File: config.mk
export PLATFORM = sky130hd
export DESIGN_NAME = salru_lookup
export DESIGN_NICKNAME = d
export VERILOG_FILES = /design/src/design/salru_pkg.sv /design/src/design/salru_lookup.sv
export SDC_FILE = /design/constraint.sdc
export NUM_CORES = 1
export LEC_CHECK = 0
export BUFFER_PORTS_ARGS = -buffer_cell sky130_fd_sc_hd__buf_2
export CORE_AREA = 4 4 157 159
export DETAILED_ROUTE_END_ITERATION = 7
export DIE_AREA = 0 0 161 163
export PLACE_DENSITY_LB_ADDON = 0.3
export SLEW_MARGIN = 15
export SYNTH_ARGS = -nofsm -noshare
export SYNTH_HDL_FRONTEND = slang
export SYNTH_SLANG_ARGS = --single-unit
File: constraint.sdc
create_clock -name vclk -period 9.8
set_clock_uncertainty 0.05 [all_clocks]
set_input_delay 2.45 -clock vclk [all_inputs]
set_output_delay 2.45 -clock vclk [all_outputs]
set_load 0.03 [all_outputs]
File: src/design/salru_pkg.sv
// Shared types and constants for the set-associative LRU tag lookup.
// No dependencies; every other design file but salru_ram imports this package.
package salru_pkg;

    localparam int NUM_SETS = 64;
    localparam int WAYS     = 8;
    localparam int TAG_BITS = 20;

    localparam int TAG_W  = 20;
    localparam int SET_W  = 6;
    localparam int WAY_W  = 3;
    localparam int CNT_W  = 4;
    localparam int LINE_W = 9;
    localparam int TOT_W  = 32;
    localparam int SET_AW = $clog2(NUM_SETS);

    localparam logic [TAG_W-1:0] TAG_MASK = TAG_W'((64'd1 << TAG_BITS) - 64'd1);

    typedef logic [WAY_W-1:0]              t_way;
    typedef logic [WAYS-1:0][WAY_W-1:0]    t_order;
    typedef logic [WAYS-1:0][TAG_W-1:0]    t_tag_row;

    // Per-set recency list (least recent first) and its entry count.
    typedef struct packed {
        t_order           order;
        logic [CNT_W-1:0] fill;
    } t_set_meta;

    localparam int META_W = $bits(t_set_meta);
    localparam int ROW_W  = $bits(t_tag_row);

    typedef struct packed {
        logic      hit;
        t_way      way;
        t_set_meta meta_nx;
    } t_lookup;

endpackage

File: src/design/salru_lookup.sv
// Combinational set update: tag compare, victim choice and recency list rework.
// Depends on salru_pkg.
module salru_lookup (
    input  logic [salru_pkg::TAG_W-1:0] i_tag,
    input  logic [salru_pkg::CNT_W-1:0] i_ways,
    input  salru_pkg::t_tag_row         i_row,
    input  salru_pkg::t_set_meta        i_meta,
    output salru_pkg::t_lookup          o_res,
    output salru_pkg::t_tag_row         o_row_nx
);
    import salru_pkg::*;

    always_comb begin
        t_order           ord;
        t_order           sh;
        t_order           nx;
        logic [CNT_W-1:0] n;
        logic [CNT_W-1:0] nm1;
        logic [CNT_W-1:0] fill_nx;
        logic [TAG_W-1:0] tag_m;
        logic             hit;
        logic             srch;
        logic             move;
        t_way             way;
        t_way             pos;

        ord   = i_meta.order;
        n     = i_meta.fill;
        nm1   = n - 1'b1;
        sh    = ord >> WAY_W;
        tag_m = i_tag & TAG_MASK;

        // Ways below the fill count are exactly the valid ones.
        hit = 1'b0;
        way = '0;
        for (int k = 0; k < WAYS; k++) begin
            if (!hit && CNT_W'(k) < i_ways && CNT_W'(k) < n && i_row[k] == tag_m) begin
                hit = 1'b1;
                way = WAY_W'(k);
            end
        end

        srch = 1'b0;
        move = 1'b0;
        pos  = '0;
        if (hit) begin
            for (int k = 0; k < WAYS; k++) begin
                if (!srch && CNT_W'(k) < n && ord[k] == way) begin
                    srch = 1'b1;
                    pos  = WAY_W'(k);
                end
            end
            move = srch;
        end else if (n >= i_ways) begin
            // set full: oldest listed way that is still in use
            for (int k = 0; k < WAYS; k++) begin
                if (!srch && CNT_W'(k) < n && CNT_W'(ord[k]) < i_ways) begin
                    srch = 1'b1;
                    pos  = WAY_W'(k);
                end
            end
            way  = ord[pos];
            move = 1'b1;
        end

        nx      = ord;
        fill_nx = n;
        if (move) begin
            for (int k = 0; k < WAYS; k++) begin
                if (CNT_W'(k) == nm1) begin
                    nx[k] = ord[pos];
                end else if (CNT_W'(k) >= CNT_W'(pos) && CNT_W'(k) < nm1) begin
                    nx[k] = sh[k];
                end
            end
        end
        if (!hit && n < i_ways) begin
            way     = n[WAY_W-1:0];
            nx[way] = way;
            fill_nx = n + 1'b1;
        end

        o_res.hit           = hit;
        o_res.way           = way;
        o_res.meta_nx.order = nx;
        o_res.meta_nx.fill  = fill_nx;

        o_row_nx      = i_row;
        o_row_nx[way] = tag_m;
    end
endmodule

# --- Word-level counts from Yosys, hierarchy flattened ---
# Cells that the tools add are included.
totals:
  regBits: 0
  output_inout_bits: 192
  input_bits: 212
  elab_cells: 261
op_classes:
  n_addsub: 2
  mux: 103
  n_lt_le_gt_ge: 47
  n_reduce_logical: 86
  n_eq_ne: 23
ops:
  columns: ["cell", "n"]
  rows:
  - ["bitwise mux 160 bit", 1]
  - ["== test 20 bit", 8]
  - ["2-to-1 mux 3 bit", 42]
  - ["logical AND 1 bit", 63]
  - ["demux 20 bit (select 3 bit)", 1]
  - ["2-to-1 mux 1 bit", 49]
  - ["< comparator 3 x 4 -> 1 bit (first input constant)", 12]
  - ["2-to-1 mux 24 bit", 2]
  - ["< comparator 3 x 4 -> 1 bit", 8]
  - ["bitwise mux 24 bit", 1]
  - ["== test 3 bit", 8]
  - ["< comparator 1 x 4 -> 1 bit (first input constant)", 6]
  - ["< comparator 2 x 4 -> 1 bit (first input constant)", 6]
  - ["logical NOT 1 bit", 22]
  - ["2-to-1 mux 20 bit", 1]
  - ["binary-select mux 3 bit (select 3 bit)", 2]
  - ["== test 3 x 4 -> 1 bit (first input constant)", 4]
  - ["< comparator 3 x 4 -> 1 bit (second input constant)", 4]
  - ["demux 3 bit (select 3 bit)", 1]
  - ["greater-or-equal comparator 3 bit (first input constant)", 3]
  - ["== test 2 x 4 -> 1 bit (first input constant)", 2]
  - ["greater-or-equal comparator 1 x 3 -> 1 bit (first input constant)", 2]
  - ["greater-or-equal comparator 2 x 3 -> 1 bit (first input constant)", 2]
  - ["greater-or-equal comparator 3 x 1 -> 1 bit (second input constant)", 2]
  - ["8 further kinds", 9]

# --- Depth between registers and ports, before layout ---
# Gate-level depths: netlist of the first run.
logic_depth:
  ltp_word: 92
  depth_mapped: 21
  ltp_nobuf: 17

# --- Worst setup path after synthesis of the first run ---
# Ideal clock, no wire load.
synth_path:
  kind: "input -> output"
  from: "in i_meta[0] (netlist name)"
  to: "out o_res[17] (netlist name)"
  n_path_buf: 3
  path_stages: 20
  required_time_ps: 7300
  t_arrival_ps: 7233
  path_slack_ps: 67
  cell_sequence: "clkbuf_1 inv_1 ha_1 or2_1 a2111oi_1 nand4_1 o22ai_4 a211oi_2 buf_6 xnor2_1 nor2b_4 a32oi_2 nand3b_2 a2111o_1 nand2_1 buf_4 a21oi_1 a221oi_2 nor2_2 a211oi_1"
synth_lines:
  columns: ["item", "line", "text"]
  rows:
  - ["start, declared", "salru_lookup.sv:7", "input salru_pkg::t_set_meta i_meta,"]
  - ["end, declared", "salru_lookup.sv:8", "output salru_pkg::t_lookup o_res,"]

==> flow_summary.json, run 1 <==
{
  "timing.final.hold_violations": 0,
  "die_width_um": 161,
  "max_cap_violations": 0,
  "dr_total_vias": 10100,
  "synthCells": 994,
  "dr.first_iter.drc_count": 876,
  "hpwlAfterDp_um": 36000,
  "antenna_found_initial": 17,
  "design.die.area_um2": 26200,
  "total_nets_after_synthesis": 1231,
  "mean_cell_area_of_the_mapped_netlist_um2": 7.74,
  "worstMarginPinSlew_ns": 0.952,
  "leading_cell_type_in_the_layout_fill_and_taps_excluded": "sky130_fd_sc_hd__buf_2",
  "critical_path.endpoint_type": "output port",
  "post-route-min-period_ns": 9.70,
  "timing.final.crit_share_pct": 99.0,
  "rel_slew_slack_pct": 35.7,
  "grt_pass1_wl_um": 61000,
  "power_uw": 873,
  "cp-startpoint": "i_tag[13]",
  "synth_area_um2": 7690,
  "fmaxAchievable_mhz": 103,
  "areaGrowthSynthToFinish_pct": 34.7,
  "post_synth_num_cell_types": 85,
  "design.core.area_um2": 23300,
  "ant_nets": 0,
  "clock_buffers": 0,
  "max_stage_delay_ns": 0.52,
  "worstPathCellList": "buf_2 -> buf_4 -> xor2_1 -> nor4_1 -> nand4_1 -> o22ai_4 -> a211oi_2 -> buf_4 -> xor2_1 -> nor4_4 -> a32oi_1 -> mux2_2 -> and3_1 -> o31ai_4 -> mux2i_1 -> o211ai_2 -> a211oi_1 -> o21ai_0 -> buf_2",
  "worstPathMaxFanout": 12,
  "first_global_vias": 9709,
  "synth_compound_gate_area_share_pct": 19.3,
  "timing.setup.critical_path_class": "in -> out",
  "leakage_nw": 4.53,
  "placed_cells_incl_taps": 1695,
  "floorplan.io_pins": 404,
  "groute.usage.overall_pct": 30.2,
  "yosysWarnings": 0,
  "detail_route.wirelength_um": 43500,
  "yosys.area_share.adder_pct": 4.07,
  "drcViolationCount": 0,
  "die_y_um": 163,
  "final_max_slew_viol_count": 0,
  "min-delay-path-class": "in -> out",
  "yosysSeqAreaShare_pct": 0,
  "sequential_cell_area_um2": 0,
  "critPathArrivalTime_ns": 7.20,
  "routed_via_density": 5.90,
  "fin_nets": 1620,
  "finalSetupViolCount": 0,
  "route.detailed.wl_per_inst_um": 25.5,
  "gp_congestion": 1.00,
  "placement_rows": 56,
  "grt-ovfl-total": 0,
  "maximum_number_of_pins_on_one_net_before_global_route_repair": 23,
  "worst_setup_path_start_kind": "primary input",
  "drive_above_1_share_pct": 48.9,
  "synth-xor-area-share_pct": 21.3,
  "mux_share_of_post_synthesis_cell_area_pct": 24.9,
  "synth_simple_gate_area_share_pct": 23.8,
  "detail_route.first_pass.iterations": 5,
  "timing.critical_path.slowest_stage_cell": "sky130_fd_sc_hd__nor4_1",
  "power_density_nw_per_um2": 84.3,
  "holdCritStartpoint": "i_row[46]",
  "layout.cells.most_common_list": "sky130_fd_sc_hd__buf_2, sky130_fd_sc_hd__mux2_2, sky130_fd_sc_hd__xor2_1, sky130_fd_sc_hd__xnor2_1, sky130_fd_sc_hd__buf_4",
  "final_cells": 1706,
  "run_status": "completed",
  "timing.critical_path.required_ns": 7.30,
  "floorplan.initialDensity_pct": 33.1,
  "sequential_cell_total": 0,
  "largest_vdd_supply_drop_mv": 0.0858,
  "main_combinational_cell_family_by_area_after_synthesis": "multiplexers",
  "place.port_buffers": 404
}
## critical path: cells and delay by family
kind	cells	cell delay, ns
AOI/OAI and AO/OA	7	1.47
and+or+nand+nor	4	1.41
buffers and inverters	4	1.02
muxes	2	0.57
xor gates and xnor gates	2	0.28
## per-stage QoR
step	worst slack (ns)	setup TNS [ns]	hold WS [ns]	utilization (%)	cell area, µm²
3_5_place_dp	-0.257	-2.86	5.25	43.7	10200
6_report	0.0988	0	5.25	44.5	10400
5_1_grt	-0.0838	-0.509	5.27	44.5	10400
4_1_cts	0.0113	0	5.25	43.8	10200
3_3_place_gp	-0.144	-0.922	5.25	43.7	10200
2_1_floorplan	0.0670	0	5.04	-	7690
## cell type report
class	instances	area [µm²]
fillers	2493	12900
diodes	6	15.0
repair buffers	466	2550
inverters	19	71.3
multi-input cells	896	7330
well taps	319	399
## synthesized netlist by cell type, types with 5 or more instances
| cell | number | share of area (%) |
|---|---|---|
| sky130_fd_sc_hd__a21oi_1 | 40 | 2.6 |
| sky130_fd_sc_hd__mux2_2 | 152 | 22 |
| sky130_fd_sc_hd__nor2_1 | 47 | 2.3 |
| sky130_fd_sc_hd__nor4b_1 | 7 | 0.80 |
| sky130_fd_sc_hd__mux2_1 | 9 | 1.3 |
| sky130_fd_sc_hd__a21boi_0 | 5 | 0.49 |
| sky130_fd_sc_hd__a21o_1 | 18 | 1.8 |
| sky130_fd_sc_hd__nand4b_1 | 10 | 1.1 |
| sky130_fd_sc_hd__nand2b_1 | 13 | 1.1 |
| sky130_fd_sc_hd__buf_6 | 8 | 1.2 |
| sky130_fd_sc_hd__o21ai_0 | 27 | 1.8 |
| sky130_fd_sc_hd__nor3_1 | 23 | 1.5 |
| sky130_fd_sc_hd__nand3_1 | 25 | 1.6 |
| sky130_fd_sc_hd__o22ai_1 | 8 | 0.65 |
| sky130_fd_sc_hd__o221ai_1 | 9 | 1.0 |
| sky130_fd_sc_hd__nand2_1 | 47 | 2.3 |
| sky130_fd_sc_hd__nor2b_1 | 13 | 1.1 |
| sky130_fd_sc_hd__buf_2 | 45 | 2.9 |
| sky130_fd_sc_hd__mux2i_1 | 10 | 1.3 |
| sky130_fd_sc_hd__xnor2_1 | 61 | 6.9 |
| sky130_fd_sc_hd__inv_1 | 19 | 0.93 |
| sky130_fd_sc_hd__o21ai_1 | 8 | 0.52 |
| sky130_fd_sc_hd__a211oi_1 | 14 | 1.4 |
| sky130_fd_sc_hd__nor4_1 | 54 | 4.4 |
| sky130_fd_sc_hd__and4_1 | 5 | 0.57 |
| sky130_fd_sc_hd__xor2_1 | 126 | 14 |
| sky130_fd_sc_hd__o21a_1 | 5 | 0.49 |
| sky130_fd_sc_hd__o22a_1 | 5 | 0.57 |
| sky130_fd_sc_hd__nand4_1 | 22 | 1.8 |
| sky130_fd_sc_hd__buf_4 | 7 | 0.68 |
| sky130_fd_sc_hd__clkbuf_1 | 18 | 0.88 |
| sky130_fd_sc_hd__or3_1 | 8 | 0.65 |
| sky130_fd_sc_hd__ha_1 | 25 | 4.1 |
## repair_timing
| action | in CTS | in global routing |
|---|---|---|
| endpoints found under the hold margin | 0 | 0 |
| cloned | 0 | 0 |
| hold buffers | 0 | 0 |
| pin swaps | 0 | 8 |
| buffers inserted | 0 | 5 |
| gates resized for setup | 4 | 28 |
| endpoints found under the setup margin | 23 | 183 |
## path summary, 6_finish.rpt
kind / end / depth (start not counted)
max: o_res[7] / 19
min: o_row_nx[46] / 3
## logic make-up after synthesis
| kind of cell | after synthesis |
|---|---|
| fa+ha+maj | 25 |
| compound gates | 198 |
| simple gates | 315 |
| buf+inv | 98 |
| xor+xnor | 187 |
| mux | 171 |
## metal layers
layer  routed length [µm]  up-vias  part of all wire (%)  track usage [%]
li1                     -     4529                     -                -
met1                16700     4811                    38             36.4
met2                20900      563                    48             52.8
met3                 3870      135                   8.9             6.63
met4                 1960       22                   4.5             11.3
met5                  128        -                  0.29                0
## power by group
| part | total (mW) | internal, mW | switching, mW |
|---|---|---|---|
| combinational | 0.873 | 0.309 | 0.564 |
| clock | 0.0000000820 | 0.0000000820 | 0 |
| sequential | 0 | 0 | 0 |
No activity file was read; power rests on OpenSTA's default activity.
==> inputs of run 2 (changes only) <==
==> constraint.sdc (replaced) <==
create_clock -name vclk -period 9.8
set_clock_uncertainty 0.05 [all_clocks]
set_input_delay 1.47 -clock vclk [all_inputs]
set_output_delay 1.47 -clock vclk [all_outputs]
set_load 0.03 [all_outputs]
==> flow_summary.json, run 2 (synthesized netlist as in run 1, its figures left out) <==
{
  "run_status": "completed",
  "die_width_um": 161,
  "critPathArrivalTime_ns": 7.33,
  "die_y_um": 163,
  "areaGrowthSynthToFinish_pct": 27.9,
  "finalSetupTns_ns": 0,
  "critical_path.endpoint_type": "output port",
  "sequential_cell_area_um2": 0,
  "leading_cell_type_in_the_layout_fill_and_taps_excluded": "sky130_fd_sc_hd__buf_2",
  "timing.final.crit_share_pct": 90.3,
  "largest_vdd_supply_drop_mv": 0.0957,
  "post-route-min-period_ns": 8.85,
  "gp_congestion": 0.963,
  "placement_rows": 56,
  "routed_via_density": 5.89,
  "rsz0062_at_grt": "false",
  "floorplan.initialDensity_pct": 33.1,
  "hpwlAfterDp_um": 35300,
  "design.core.area_um2": 23300,
  "dr.first_iter.drc_count": 781,
  "dr_total_vias": 9796,
  "cts-hold-fix-buffers": 0,
  "route.detailed.wl_per_inst_um": 25.9,
  "grt-ovfl-total": 0,
  "worstMarginPinSlew_ns": 1.17,
  "finalSetupViolCount": 0,
  "first_global_vias": 9541,
  "max_cap_violations": 0,
  "min-delay-path-class": "in -> out",
  "worst_slack_ns": 0.950,
  "drive_above_1_share_pct": 46.0,
  "final_max_slew_viol_count": 0,
  "timing.final.hold_violations": 0,
  "fmaxAchievable_mhz": 113,
  "grt_pass1_wl_um": 60700,
  "design.die.area_um2": 26200,
  "antenna_found_initial": 15,
  "fin_nets": 1578,
  "detail_route.first_pass.iterations": 5,
  "floorplan.io_pins": 404,
  "rel_slew_slack_pct": 22.2,
  "leakage_nw": 4.25,
  "preCtsSetupSlack_ns": 1.08,
  "drcViolationCount": 0,
  "maximum_number_of_pins_on_one_net_before_global_route_repair": 31,
  "cts_resized": 0,
  "post_cts_buffers": 0,
  "worst_setup_path_start_kind": "primary input",
  "place.port_buffers": 404,
  "clock_buffers": 0,
  "timing.critical_path.required_ns": 8.28,
  "layout.cells.most_common_list": "sky130_fd_sc_hd__buf_2, sky130_fd_sc_hd__mux2_2, sky130_fd_sc_hd__xor2_1, sky130_fd_sc_hd__xnor2_1, sky130_fd_sc_hd__nor4_1",
  "worstPathMaxFanout": 12,
  "sequential_cell_total": 0,
  "groute.usage.overall_pct": 30.2,
  "detail_route.wirelength_um": 43000,
  "power_density_nw_per_um2": 86.2,
  "ant_nets": 0,
  "timing.setup.critical_path_class": "in -> out"
}
-- run 2: power breakdown --
group          switching (mW)  internal (mW)
clock                       0   0.0000000546
sequential                  0              0
combinational           0.557          0.292
total                   0.557          0.292
-- run 2: final cells by class --
type / instances / area, µm²
Multi-Input combinational cell: 896 / 7190
Inverter: 19 / 71.3
Timing Repair Buffer: 424 / 2170
Antenna cell: 4 / 10.0
Fill cell: 2525 / 13400
Tap cell: 319 / 399
-- run 2: through the flow --
step | power (mW) | util [%] | hold slack [ns] | std cells | cell area [µm²]
after floorplan | 0.577 | - | 3.08 | 994 | 7690
after global placement | 0.838 | 42.3 | 3.28 | 1658 | 9830
after detailed placement | 0.840 | 42.3 | 3.29 | 1658 | 9830
after CTS | 0.843 | 42.3 | 3.29 | 1658 | 9830
after global routing | 0.891 | 42.3 | 3.31 | 1660 | 9830
final | 0.848 | 42.3 | 3.30 | 1662 | 9840
-- run 2: worst paths after layout --
path                  depth (start not counted)  slack [ns]       from            to
worst max-delay path                         19        0.95  i_meta[0]     o_res[10]
worst min-delay path                          3        3.30  i_row[46]  o_row_nx[46]
-- run 2: layer usage --
layer	vias to the layer above	part of all wire, %	track usage (%)
met5	-	0.31	0
met4	22	5.1	12.2
met3	139	8.3	6.07
met2	574	48	53.2
met1	4625	38	35.9
li1	4436	-	-
-- run 2: worst max-delay path, cell delays in order --
cell                        delay (ns)
sky130_fd_sc_hd__buf_2            0.20
sky130_fd_sc_hd__inv_1            0.18
sky130_fd_sc_hd__ha_1             0.31
sky130_fd_sc_hd__or2_1            0.33
sky130_fd_sc_hd__a2111oi_0        0.63
sky130_fd_sc_hd__nand4_1          0.16
sky130_fd_sc_hd__nor4_1           0.48
sky130_fd_sc_hd__o21ai_0          0.19
sky130_fd_sc_hd__o22ai_1          0.90
sky130_fd_sc_hd__xnor2_1          0.18
sky130_fd_sc_hd__nand2b_1         0.22
sky130_fd_sc_hd__a22oi_1          0.25
sky130_fd_sc_hd__a2111o_1         0.22
sky130_fd_sc_hd__nand2_1          0.27
sky130_fd_sc_hd__a221o_1          0.50
sky130_fd_sc_hd__or3b_1           0.38
sky130_fd_sc_hd__o221ai_1         0.18
sky130_fd_sc_hd__a21oi_1          0.06
sky130_fd_sc_hd__buf_2            0.20
