**src/design/salru_ram.sv**
```systemverilog
// Generic single-port-write, single-port-read RAM with registered read data.
// No dependencies.
module salru_ram #(
    parameter int WIDTH = 8,
    parameter int DEPTH = 64,
    localparam int AW   = (DEPTH > 1) ? $clog2(DEPTH) : 1
) (
    input  logic             i_clk,
    input  logic             i_we,
    input  logic [AW-1:0]    i_waddr,
    input  logic [WIDTH-1:0] i_wdata,
    input  logic             i_re,
    input  logic [AW-1:0]    i_raddr,
    output logic [WIDTH-1:0] o_rdata
);
    logic [WIDTH-1:0] r_mem [DEPTH];
    logic [WIDTH-1:0] r_rdata;

    always_ff @(posedge i_clk) begin
        if (i_we) begin
            r_mem[i_waddr] <= i_wdata;
        end
        if (i_re) begin
            r_rdata <= r_mem[i_raddr];
        end
    end

    assign o_rdata = r_rdata;
endmodule

```
**config.mk**
```make
export PLATFORM = sky130hd
export DESIGN_NAME = salru_ram
export DESIGN_NICKNAME = d
export VERILOG_FILES = /design/src/design/salru_ram.sv
export SDC_FILE = /design/constraint.sdc
export NUM_CORES = 1
export LEC_CHECK = 0
export BUFFER_PORTS_ARGS = -buffer_cell sky130_fd_sc_hd__buf_2
export CELL_PAD_IN_SITES_DETAIL_PLACEMENT = 1
export CELL_PAD_IN_SITES_GLOBAL_PLACEMENT = 1
export CORE_AREA = 2 2 263 265
export DETAILED_ROUTE_END_ITERATION = 8
export DIE_AREA = 0 0 265 267
export GPL_TIMING_DRIVEN = 0
export MAX_ROUTING_LAYER = met4
export PLACE_DENSITY = 0.55
export SLEW_MARGIN = 20
export SYNTH_ARGS = -nofsm -noshare
export SYNTH_HDL_FRONTEND = slang
export SYNTH_SLANG_ARGS = --single-unit
```
**constraint.sdc**
```tcl
create_clock -name i_clk -period 5.3 [get_ports i_clk]
set_input_delay 1.06 -clock i_clk [delete_from_list [all_inputs] [get_ports i_clk]]
set_output_delay 1.06 -clock i_clk [all_outputs]
set_load 0.1 [all_outputs]
```
Yosys cells after proc, flatten, opt, wreduce, memory -nomap -nowiden:

Memory sizes are Yosys's and may differ from the RTL's. A register that Yosys moved wholly into a read port is not among the register bits.
Cells that the tools add are included.

* flip-flop bits (word level): 0
* RAM bits: 512
* memories kept: 1
* output and inout port bits: 8
* input bits: 23
* logic and storage cells: 3

* muxes and demuxes: 2

Memories
* r_mem: words 64, width 8, read ports 1, clocked after Yosys merged registers in 1, write ports 1, line 16 `logic [WIDTH-1:0] r_mem [DEPTH];`

Operator list (number)
* $mux 1: 2

Longest topological paths before layout:

Gate-level depths: netlist of the first run.

* depth in word-level cells: 2
* gate-level depth with buffers: 9
* gate-level depth less buffers: 5

Least setup slack after synthesis of the first run:

OpenSTA, ideal clock, no wires.

* path kind: input to register
* from: in i_raddr[1]
* to: reg r_rdata[3] (netlist: o_rdata[3]) (read register of r_mem) (data pin)
* data arrival time: 2600 ps
* cell stages on the path: 7
* path buffers: 3
* setup slack: 2434 ps
* data required time: 5034 ps
* setup time: 266 ps
* cell sequence: buf_4 -> buf_2 -> buf_2 -> mux4_2 -> mux4_2 -> o21ai_1 -> o41ai_1

RTL lines
* start, declared: line 13 `input logic [AW-1:0] i_raddr,`
* end, declared: line 17 `logic [WIDTH-1:0] r_rdata;`

==> impl_metrics.tcl, run 1 <==
set metrics [dict create \
    slowest_delay_ns 0.73 \
    slew-limit-headroom 0.301 \
    worstPathArrival_ns 3.92 \
    pin_count 31 \
    rsz0062_at_grt "no" \
    cp.depth 7 \
    leakagePower_nw 7.04 \
    die-area_um2 70800 \
    cp.required_ns 5.57 \
    pre_cts_ws_ns 1.07 \
    finClkSkew_ns 0.0108 \
    fin_nets 1039 \
    crit_family "buffers and inverters" \
    ir_drop_uv 220 \
    initial_core_util 0.298 \
    setup_viol 0 \
    cts_made_buffers 52 \
    start_kind "primary input" \
    cts_setup_buffers 0 \
    dr.pass1.iters 5 \
    coreArea_um2 68000 \
    die_x_um 265 \
    critPathSlowestCell "o41ai_1" \
    antenna_found_initial 3 \
    maxCapViolCount 0 \
    wl_um 54300 \
    root_buffer "clkbuf_16" \
    ys_ff_latch 520 \
    r2r_cells 5 \
    endpoint_kind "register" \
    remaining_drc_errors 0 \
    cts_tree "done" \
    port_buffers 22 \
    drive_above_1_share 0.252 \
    crit_fanout 10 \
    grt_pass1_wl_um 77900 \
    powerDensity_nw_per_um2 376 \
    num_rows 96 \
    slew_violations 0 \
    track_usage 0.160 \
    ys_seq_area_frac 0.771 \
    vias_per_cell 5.03 \
    synth-async-reset-ratio 0 \
    hold_viol 0 \
    fin_area_um2 23100 \
    placed_cell_area_um2 21500 \
    grt_max_degree 65 \
    synth_area_um2 20200 \
    syn-instance-count 940 \
    cp_common_cell "buf_2" \
    holdPathStages 1 \
    clock_path_buffers 3 \
    place_congestion 0.856 \
    overflow 0 \
    h-tree-depth 2 \
    place_hpwl_um 34500 \
    final_antenna_net_count 0 \
    fmax_mhz 274 \
    die_height_um 267 \
    yosysWarningCount 0 \
    fin_ws_ns 1.65 \
    path_cells "buf_2 -> buf_4 -> clkbuf_1 -> buf_2 -> o221ai_1 -> o21a_1 -> o41ai_1" \
    synth.distinct_cells 39 \
    period_share 0.688 \
    finalPower_mw 8.71 \
    num_vias 9744 \
    drtIter0Drc 760 \
    synth_edf_count 520 \
    synth-main-ff-cell "edfxtp_1" \
    wl_per_cell_um 28.0 \
    path_clk_slew_ns 0.05 \
    clkLatencyLatePin_ns 0.60 \
    critPathKind "primary input to register" \
    grt_pass1_vias 10300 \
    cts_resized 0 \
    min_period_ns 3.65 \
    finalSetupTns_ns 0 \
    cts_sinks 520 \
    syn_avg_cell_area_um2 21.5 \
    path_buf_inv 4 \
    postCtsHoldBufs 0 \
    outcome "finished clean" \
    synth_nets 963 \
    worst_slew_pin_slew_ns 1.05 \
    synthToLayoutAreaGrowth_pct 14.3 \
    hp-class "primary input to register" \
]
-- per-stage QoR --
step,hold WS [ns],utilization,instances
floorplan,0.797,-,940
global placement,1.08,0.316,1844
detailed placement,1.10,0.316,1844
CTS,0.785,0.340,1935
global route,0.791,0.340,1938
finish,0.821,0.340,1938
-- synthesized netlist by cell type (all sizes together) (7+ instances only) --
library cell / n / area, um2
nor2b: 14 / 87.6
o221ai: 8 / 70.1
edfxtp: 520 / 15600
nand2b: 7 / 43.8
mux2: 13 / 146
o22ai: 8 / 50.1
nor2: 83 / 312
mux4: 126 / 2840
nor3: 7 / 35.0
mux2i: 23 / 230
nand3: 13 / 65.1
buf: 34 / 253
clkbuf: 17 / 63.8
nand2: 19 / 71.3
-- cell usage in the layout (no fill, tap or decap), types with 4 or more instances in the layout --
cell       synthesis  final
buf_6              4      4
o22ai_1            8      8
mux2_2            13     13
a221oi_1           6      6
buf_2             11     26
clkinv_1           0     12
nand2b_1           7      7
a211oi_1           4      4
nor2_1            83     83
clkinv_2           0      9
clkbuf_1          17     27
nand2_1           19     19
bufinv_16          0      6
mux4_2           126    126
nor3_1             7      5
o221ai_1           8      8
nor2b_1           14     14
mux2i_1           23     23
buf_4             13     21
clkbuf_16          0     53
edfxtp_1         520    520
nand3_1           13     13
-- report_power, final --
group	switching (mW)	total, mW	internal [mW]	leakage [nW]
Sequential	0.00701	4.57	4.56	4.69
Clock	1.53	3.63	2.11	0.804
Combinational	0.349	0.510	0.160	1.55
Total	1.88	8.71	6.83	7.04
-- sequential cells by signal, indices dropped and copies added (netlist names) --
name,flops
o_rdata,8
r_mem,512
-- routing by layer --
layer / share of wire / GRT usage / vias up
met1: 0.45 / 0.215 / 5290
li1: - / - / 4094
met3: 0.055 / 0.0292 / 85
met5: 0 / - / -
met4: 0.027 / 0.0478 / 0
met2: 0.47 / 0.250 / 275
-- layout make-up --
cell class | count | area [um2]
clock buffers | 63 | 1360
fillers | 6691 | 44800
flip-flops and latches | 520 | 15600
diodes | 3 | 7.51
well taps | 882 | 1100
repair buffers | 22 | 130
clock inverters | 28 | 278
multi-input cells | 369 | 4330
plain buffers | 51 | 318
-- kinds of logic (layout without fill, tap and decap cells) --
family,Yosys count,after routing,share of synthesized area
AO/OA/AOI/OAI,54,54,0.0206
buffers and inverters,51,164,0.0156
flip-flops,520,520,0.771
multiplexers,162,162,0.159
other,0,3,0
AND/OR/NAND/NOR,153,153,0.0337
-- worst register-to-register path: stages, from the launching register on --
cell      delay [ns]
edfxtp_1        0.36
mux4_2          0.48
mux2_2          0.31
o221a_2         0.28
nor3_1          0.38
o32ai_1         0.26
-- final timing paths --
check	from	endpoint	slack [ns]
max reg2reg	r_mem[20][4]$_DFFE_PP_	o_rdata[4]$_DFFE_PP_	2.92
min	i_re	o_rdata[3]$_DFFE_PP_	0.82
min reg2reg	r_mem[34][1]$_DFFE_PP_	o_rdata[1]$_DFFE_PP_	1.10
max	i_raddr[2]	o_rdata[3]$_DFFE_PP_	1.65
(Power assumes the default switching activity.)
==> run 2: changes to the inputs <==
--- a/config.mk
+++ b/config.mk
@@ -13,7 +13,7 @@
 export DIE_AREA = 0 0 265 267
 export GPL_TIMING_DRIVEN = 0
 export MAX_ROUTING_LAYER = met4
-export PLACE_DENSITY = 0.55
+export PLACE_DENSITY = 0.56
 export SLEW_MARGIN = 20
 export SYNTH_ARGS = -nofsm -noshare
 export SYNTH_HDL_FRONTEND = slang
==> constraint.sdc (replaced) <==
create_clock -name i_clk -period 3.3 [get_ports i_clk]
set_input_delay 0.66 -clock i_clk [delete_from_list [all_inputs] [get_ports i_clk]]
set_output_delay 0.66 -clock i_clk [all_outputs]
set_load 0.1 [all_outputs]
==> run 2 against run 1 <==
  * Via count down 1.1%
  * Setup slack worse by 1.5 ns
  * Global-route usage down 0.34 points
  * Flip-flop and latch count unchanged
  * Power up 61%
  * Register-to-register slack worse by 2.0 ns
  * Die area unchanged
  * Non-clock buffer count down 1
  * Critical path depth unchanged
  * Sequential share of layout area about the same
  * Sequential power up 60%
  * Hold slack worse by 0.41 ns
  * Critical path type unchanged
  * Largest power group unchanged
==> impl_metrics.tcl, run 2 (synthesis gave the netlist of run 1 again) <==
set metrics [dict create \
    fin_area_um2 23100 \
    drtIter0Drc 658 \
    dr.pass1.iters 4 \
    antenna_found_initial 2 \
    port_buffers 22 \
    cp.required_ns 3.56 \
    die_height_um 267 \
    hold_viol 0 \
    grt_pass1_vias 10200 \
    largest-register "r_mem" \
    place_congestion 0.824 \
    placed_cell_area_um2 21500 \
    crit_fanout 10 \
    min_period_ns 3.18 \
    largest_register_ffs 512 \
    cts_setup_buffers 0 \
    wl_met1_um 23600 \
    place_hpwl_um 34300 \
    rsz0062_at_grt "no" \
    p_sw_frac 0.217 \
    fin_ws_ns 0.118 \
    hp-class "primary input to register" \
    worst_slew_pin_slew_ns 1.06 \
    fillCellCount 6687 \
    clkLatencyLatePin_ns 0.60 \
    coreArea_um2 68000 \
    grt_max_degree 65 \
    postCtsHoldBufs 0 \
    synthToLayoutAreaGrowth_pct 14.3 \
    fmax_mhz 314 \
    maxCapViolCount 0 \
    p_seq_frac 0.524 \
    leakagePower_nw 7.03 \
    layout_common_cells "edfxtp_1 (520), mux4_2 (126), nor2_1 (83)" \
    powerDensity_nw_per_um2 605 \
    worstPathArrival_ns 3.44 \
    path_clk_slew_ns 0.06 \
    cts_made_buffers 50 \
    endpoint_kind "register" \
    combPwrFrac 0.058 \
    drive_above_1_share 0.256 \
    path_cells "buf_4 -> buf_2 -> buf_4 -> buf_2 -> nand3b_1 -> o22ai_1 -> o41ai_1" \
    wl_per_cell_um 27.5 \
    wl_met2_um 25600 \
    p_clk_frac 0.418 \
    timing.hold.ws_ns 0.415 \
    num_rows 96 \
    pre_cts_ws_ns -0.531 \
    die_x_um 265 \
    remaining_drc_errors 0 \
    dr_wl_met3_um 2650 \
    multi_input_area_um2 4330 \
    critPathSlowestCell "o41ai_1" \
    layout_commonest_cell "edfxtp_1" \
    final_antenna_net_count 0 \
    start_kind "primary input" \
    dpl.cell_count 1844 \
    r2r_slack_ns 0.95 \
    initial_core_util 0.298 \
    period_share 0.964 \
    num_vias 9637 \
    overflow 0 \
    die-area_um2 70800 \
    setup_viol 0 \
    slew-limit-headroom 0.295 \
    instances_no_fill 1934 \
    track_usage 0.157 \
    clock_path_buffers 3 \
    finalPower_mw 14.0 \
    pin_count 31 \
    cts_sinks 520 \
    grt_pass1_wl_um 76100 \
    slowest_delay_ns 0.88 \
    layout.area.seq_um2 15600 \
    fin_nets 1036 \
    h-tree-depth 2 \
    power.internal_mw 11.0 \
    vias_per_cell 4.98 \
    p_switching_mw 3.04 \
    cts_resized 0 \
    slew_violations 0 \
    critPathKind "primary input to register" \
    cts_tree "done" \
    root_buffer "clkbuf_16" \
    outcome "finished clean" \
    ir_drop_uv 381 \
    dr.max_layer_used "met4" \
    wl_um 53100 \
    finClkSkew_ns 0.0232 \
]
==> run 2: cell count changes in the layout (fill, tap and decap cells not counted), moves of 2 or more <==
cell / previous run / this run
clkinv_1: 12 / 10
diode_2: 3 / 1
clkbuf_16: 53 / 51
clkinvlp_4: 1 / 3
inv_6: 0 / 2
clkbuf_1: 27 / 22
==> run 2: layout make-up <==
cell class,instances,area share
antenna,1,0.000108
buffer,50,0.0135
clock buffer,57,0.0561
clock inverter,33,0.0150
multi-input combinational,369,0.187
sequential,520,0.675
tap,882,0.0477
timing repair buffer,22,0.00562
==> run 2: worst max-delay path: cells and delay by family <==
family | cells | cell delay [ns]
AOI/OAI and AO/OA | 2 | 0.99
buffers and inverters | 4 | 1.50
and+or+nand+nor | 1 | 0.27
==> run 2: layer usage <==
layer,vias up,track usage
met4,0,0.0414
met1,5240,0.209
met3,78,0.0308
li1,4084,-
met2,235,0.248
met5,-,-
==> run 2: metrics by stage <==
| step | TNS, ns | utilization |
|---|---|---|
| after floorplan | 0 | - |
| after global placement | -2.34 | 0.316 |
| after detailed placement | -2.58 | 0.316 |
| after CTS | 0 | 0.340 |
| after global routing | 0 | 0.340 |
| final | 0 | 0.340 |
==> run 2: power by group through the flow <==
stage	Sequential, mW	Combinational (mW)	Clock [mW]
6_report	7.33	0.814	5.84
2_1_floorplan	7.54	0.390	0
3_5_place_dp	7.48	0.823	0
4_1_cts	7.34	0.824	5.95
3_3_place_gp	7.48	0.807	0
5_1_grt	7.34	0.861	6.17
==> run 2: final timing paths <==
check,start,to,depth (start not counted)
hold reg to reg,r_mem[3][7]$_DFFE_PP_,o_rdata[7]$_DFFE_PP_,4
setup / recovery,i_raddr[1],o_rdata[3]$_DFFE_PP_,7
setup reg to reg,r_mem[21][4]$_DFFE_PP_,o_rdata[4]$_DFFE_PP_,5
hold / removal,i_re,o_rdata[5]$_DFFE_PP_,1
==> run 3: changes to the inputs <==
--- a/config.mk
+++ b/config.mk
@@ -6,6 +6,7 @@
 export NUM_CORES = 1
 export LEC_CHECK = 0
 export BUFFER_PORTS_ARGS = -buffer_cell sky130_fd_sc_hd__buf_2
+export CAP_MARGIN = 30
 export CELL_PAD_IN_SITES_DETAIL_PLACEMENT = 1
 export CELL_PAD_IN_SITES_GLOBAL_PLACEMENT = 1
 export CORE_AREA = 2 2 263 265
@@ -14,6 +15,7 @@
 export GPL_TIMING_DRIVEN = 0
 export MAX_ROUTING_LAYER = met4
 export PLACE_DENSITY = 0.56
+export REMOVE_ABC_BUFFERS = 1
 export SLEW_MARGIN = 20
 export SYNTH_ARGS = -nofsm -noshare
 export SYNTH_HDL_FRONTEND = slang
==> run 3 against run 2 <==
  * Count of clock-buffer cells in the layout up 8
  * Clock skew increased by 0.0038 ns
  * Combinational power fell by 6.0%
  * Cell count down 1.1%
  * Setup slack better by 0.045 ns
  * Non-clock buffer count decreased by 25
  * Final area is 0.21% lower
  * First-iteration DRC count down 27%
  * Fmax increased by 1.5%
  * Critical path type unchanged
  * Largest cell class unchanged
==> impl_metrics.tcl, run 3 (synthesis gave the netlist of run 1 again) <==
set metrics [dict create \
    place_hpwl_um 28200 \
    p_clk_frac 0.405 \
    finClkSkew_ns 0.0269 \
    die_height_um 267 \
    pin_count 31 \
    hold_viol 0 \
    p_sw_frac 0.215 \
    start_kind "primary input" \
    min_period_ns 3.14 \
    drive_above_1_share 0.247 \
    wl_met1_um 20300 \
    worst_slew_pin_slew_ns 1.00 \
    drtIter0Drc 481 \
    power.internal_mw 10.7 \
    outcome "finished clean" \
    grt_max_degree 65 \
    dr.max_layer_used "met4" \
    fin_nets 1011 \
    fin_ws_ns 0.164 \
    period_share 0.950 \
    slew_violations 0 \
    worstPathArrival_ns 3.43 \
    instances_no_fill 1913 \
    maxCapViolCount 0 \
    h-tree-depth 2 \
    finalSetupTns_ns 0 \
    combPwrFrac 0.056 \
    finalPower_mw 13.6 \
    root_buffer "clkbuf_16" \
    clock_path_buffers 3 \
    port_buffers 30 \
    path_buf_inv 1 \
    dr.pass1.iters 5 \
    critPathSlowestCell "o32ai_1" \
    cts_tree "done" \
    track_usage 0.141 \
    largest-register "r_mem" \
    final_antenna_net_count 0 \
    grt_pass1_wl_um 70300 \
    cts_sinks 520 \
    wl_met2_um 23700 \
    place_congestion 0.736 \
    slew-limit-headroom 0.330 \
    layout_common_cells "edfxtp_1 (520), mux4_2 (126), nor2_1 (83)" \
    clkLatencyLatePin_ns 0.60 \
    die-area_um2 70800 \
    overflow 0 \
    remaining_drc_errors 0 \
    path_clk_slew_ns 0.06 \
    synthToLayoutAreaGrowth_pct 14.0 \
    crit_family "simple AND/OR/NAND/NOR gates" \
    pre_cts_ws_ns -0.682 \
    leakagePower_nw 7.00 \
    dpl.cell_count 1812 \
    crit_fanout 46 \
    endpoint_kind "register" \
    powerDensity_nw_per_um2 590 \
    wl_per_cell_um 24.9 \
    cts_made_buffers 50 \
    num_rows 96 \
    dr_wl_met3_um 2640 \
    setup_viol 0 \
    layout_commonest_cell "edfxtp_1" \
    p_switching_mw 2.92 \
    ir_drop_uv 361 \
    critPathKind "primary input to register" \
    path_cells "buf_4 -> nand2b_1 -> a211oi_1 -> nor4_1 -> nor3_1 -> o32ai_1" \
    wl_um 47600 \
    fmax_mhz 319 \
    largest_register_ffs 512 \
    initial_core_util 0.298 \
    grt_pass1_vias 9982 \
    cp.required_ns 3.59 \
    hp-class "primary input to register" \
    slowest_delay_ns 0.69 \
    num_vias 9327 \
    p_seq_frac 0.539 \
    antenna_found_initial 3 \
    coreArea_um2 68000 \
    postCtsHoldBufs 0 \
    vias_per_cell 4.88 \
    rsz0062_at_grt "no" \
    die_x_um 265 \
]
-- run 3: metal layers --
metal | vias up | track usage
li1 | 4041 | -
met1 | 5022 | 0.181
met2 | 206 | 0.229
met3 | 58 | 0.0313
met4 | 0 | 0.0356
met5 | - | -
-- run 3: worst paths after layout --
| check | slack [ns] | startpoint | endpoint | cells after the start |
|---|---|---|---|---|
| worst max-delay path | 0.16 | i_raddr[3] | o_rdata[6]$_DFFE_PP_ | 6 |
| worst min-delay path | 0.40 | i_re | o_rdata[4]$_DFFE_PP_ | 1 |
| worst max register to register | 0.87 | r_mem[12][6]$_DFFE_PP_ | o_rdata[6]$_DFFE_PP_ | 5 |
| worst min register to register | 0.99 | r_mem[23][0]$_DFFE_PP_ | o_rdata[0]$_DFFE_PP_ | 4 |
-- run 3: what timing repair did --
action | in CTS | in global routing
endpoints found under the setup margin | 1 | 2
setup buffers | 0 | 0
resized for setup | 1 | 2
-- run 3: layout make-up --
type                    instances  area (um2)
fillers                      6673       44900
flip-flops and latches        520       15600
multi-input cells             369        4330
clock buffers                  65        1310
well taps                     882        1100
repair buffers                 47         488
clock inverters                26         234
diodes                          4        10.0
-- run 3: power by group through the flow --
stage / sequential [mW] / clock, mW / combinational, mW
6_report: 7.33 / 5.51 / 0.765
4_1_cts: 7.33 / 5.66 / 0.778
3_3_place_gp: 7.48 / 0 / 0.763
2_1_floorplan: 7.54 / 0 / 0.284
3_5_place_dp: 7.48 / 0 / 0.776
5_1_grt: 7.34 / 5.90 / 0.817
-- run 3: through the flow --
step | hold slack [ns] | util | cell area (um2)
2_1_floorplan | 0.759 | - | 19900
3_3_place_gp | 0.976 | 0.312 | 21200
3_5_place_dp | 0.978 | 0.316 | 21500
4_1_cts | 0.380 | 0.338 | 23000
5_1_grt | 0.406 | 0.340 | 23100
6_report | 0.402 | 0.340 | 23100
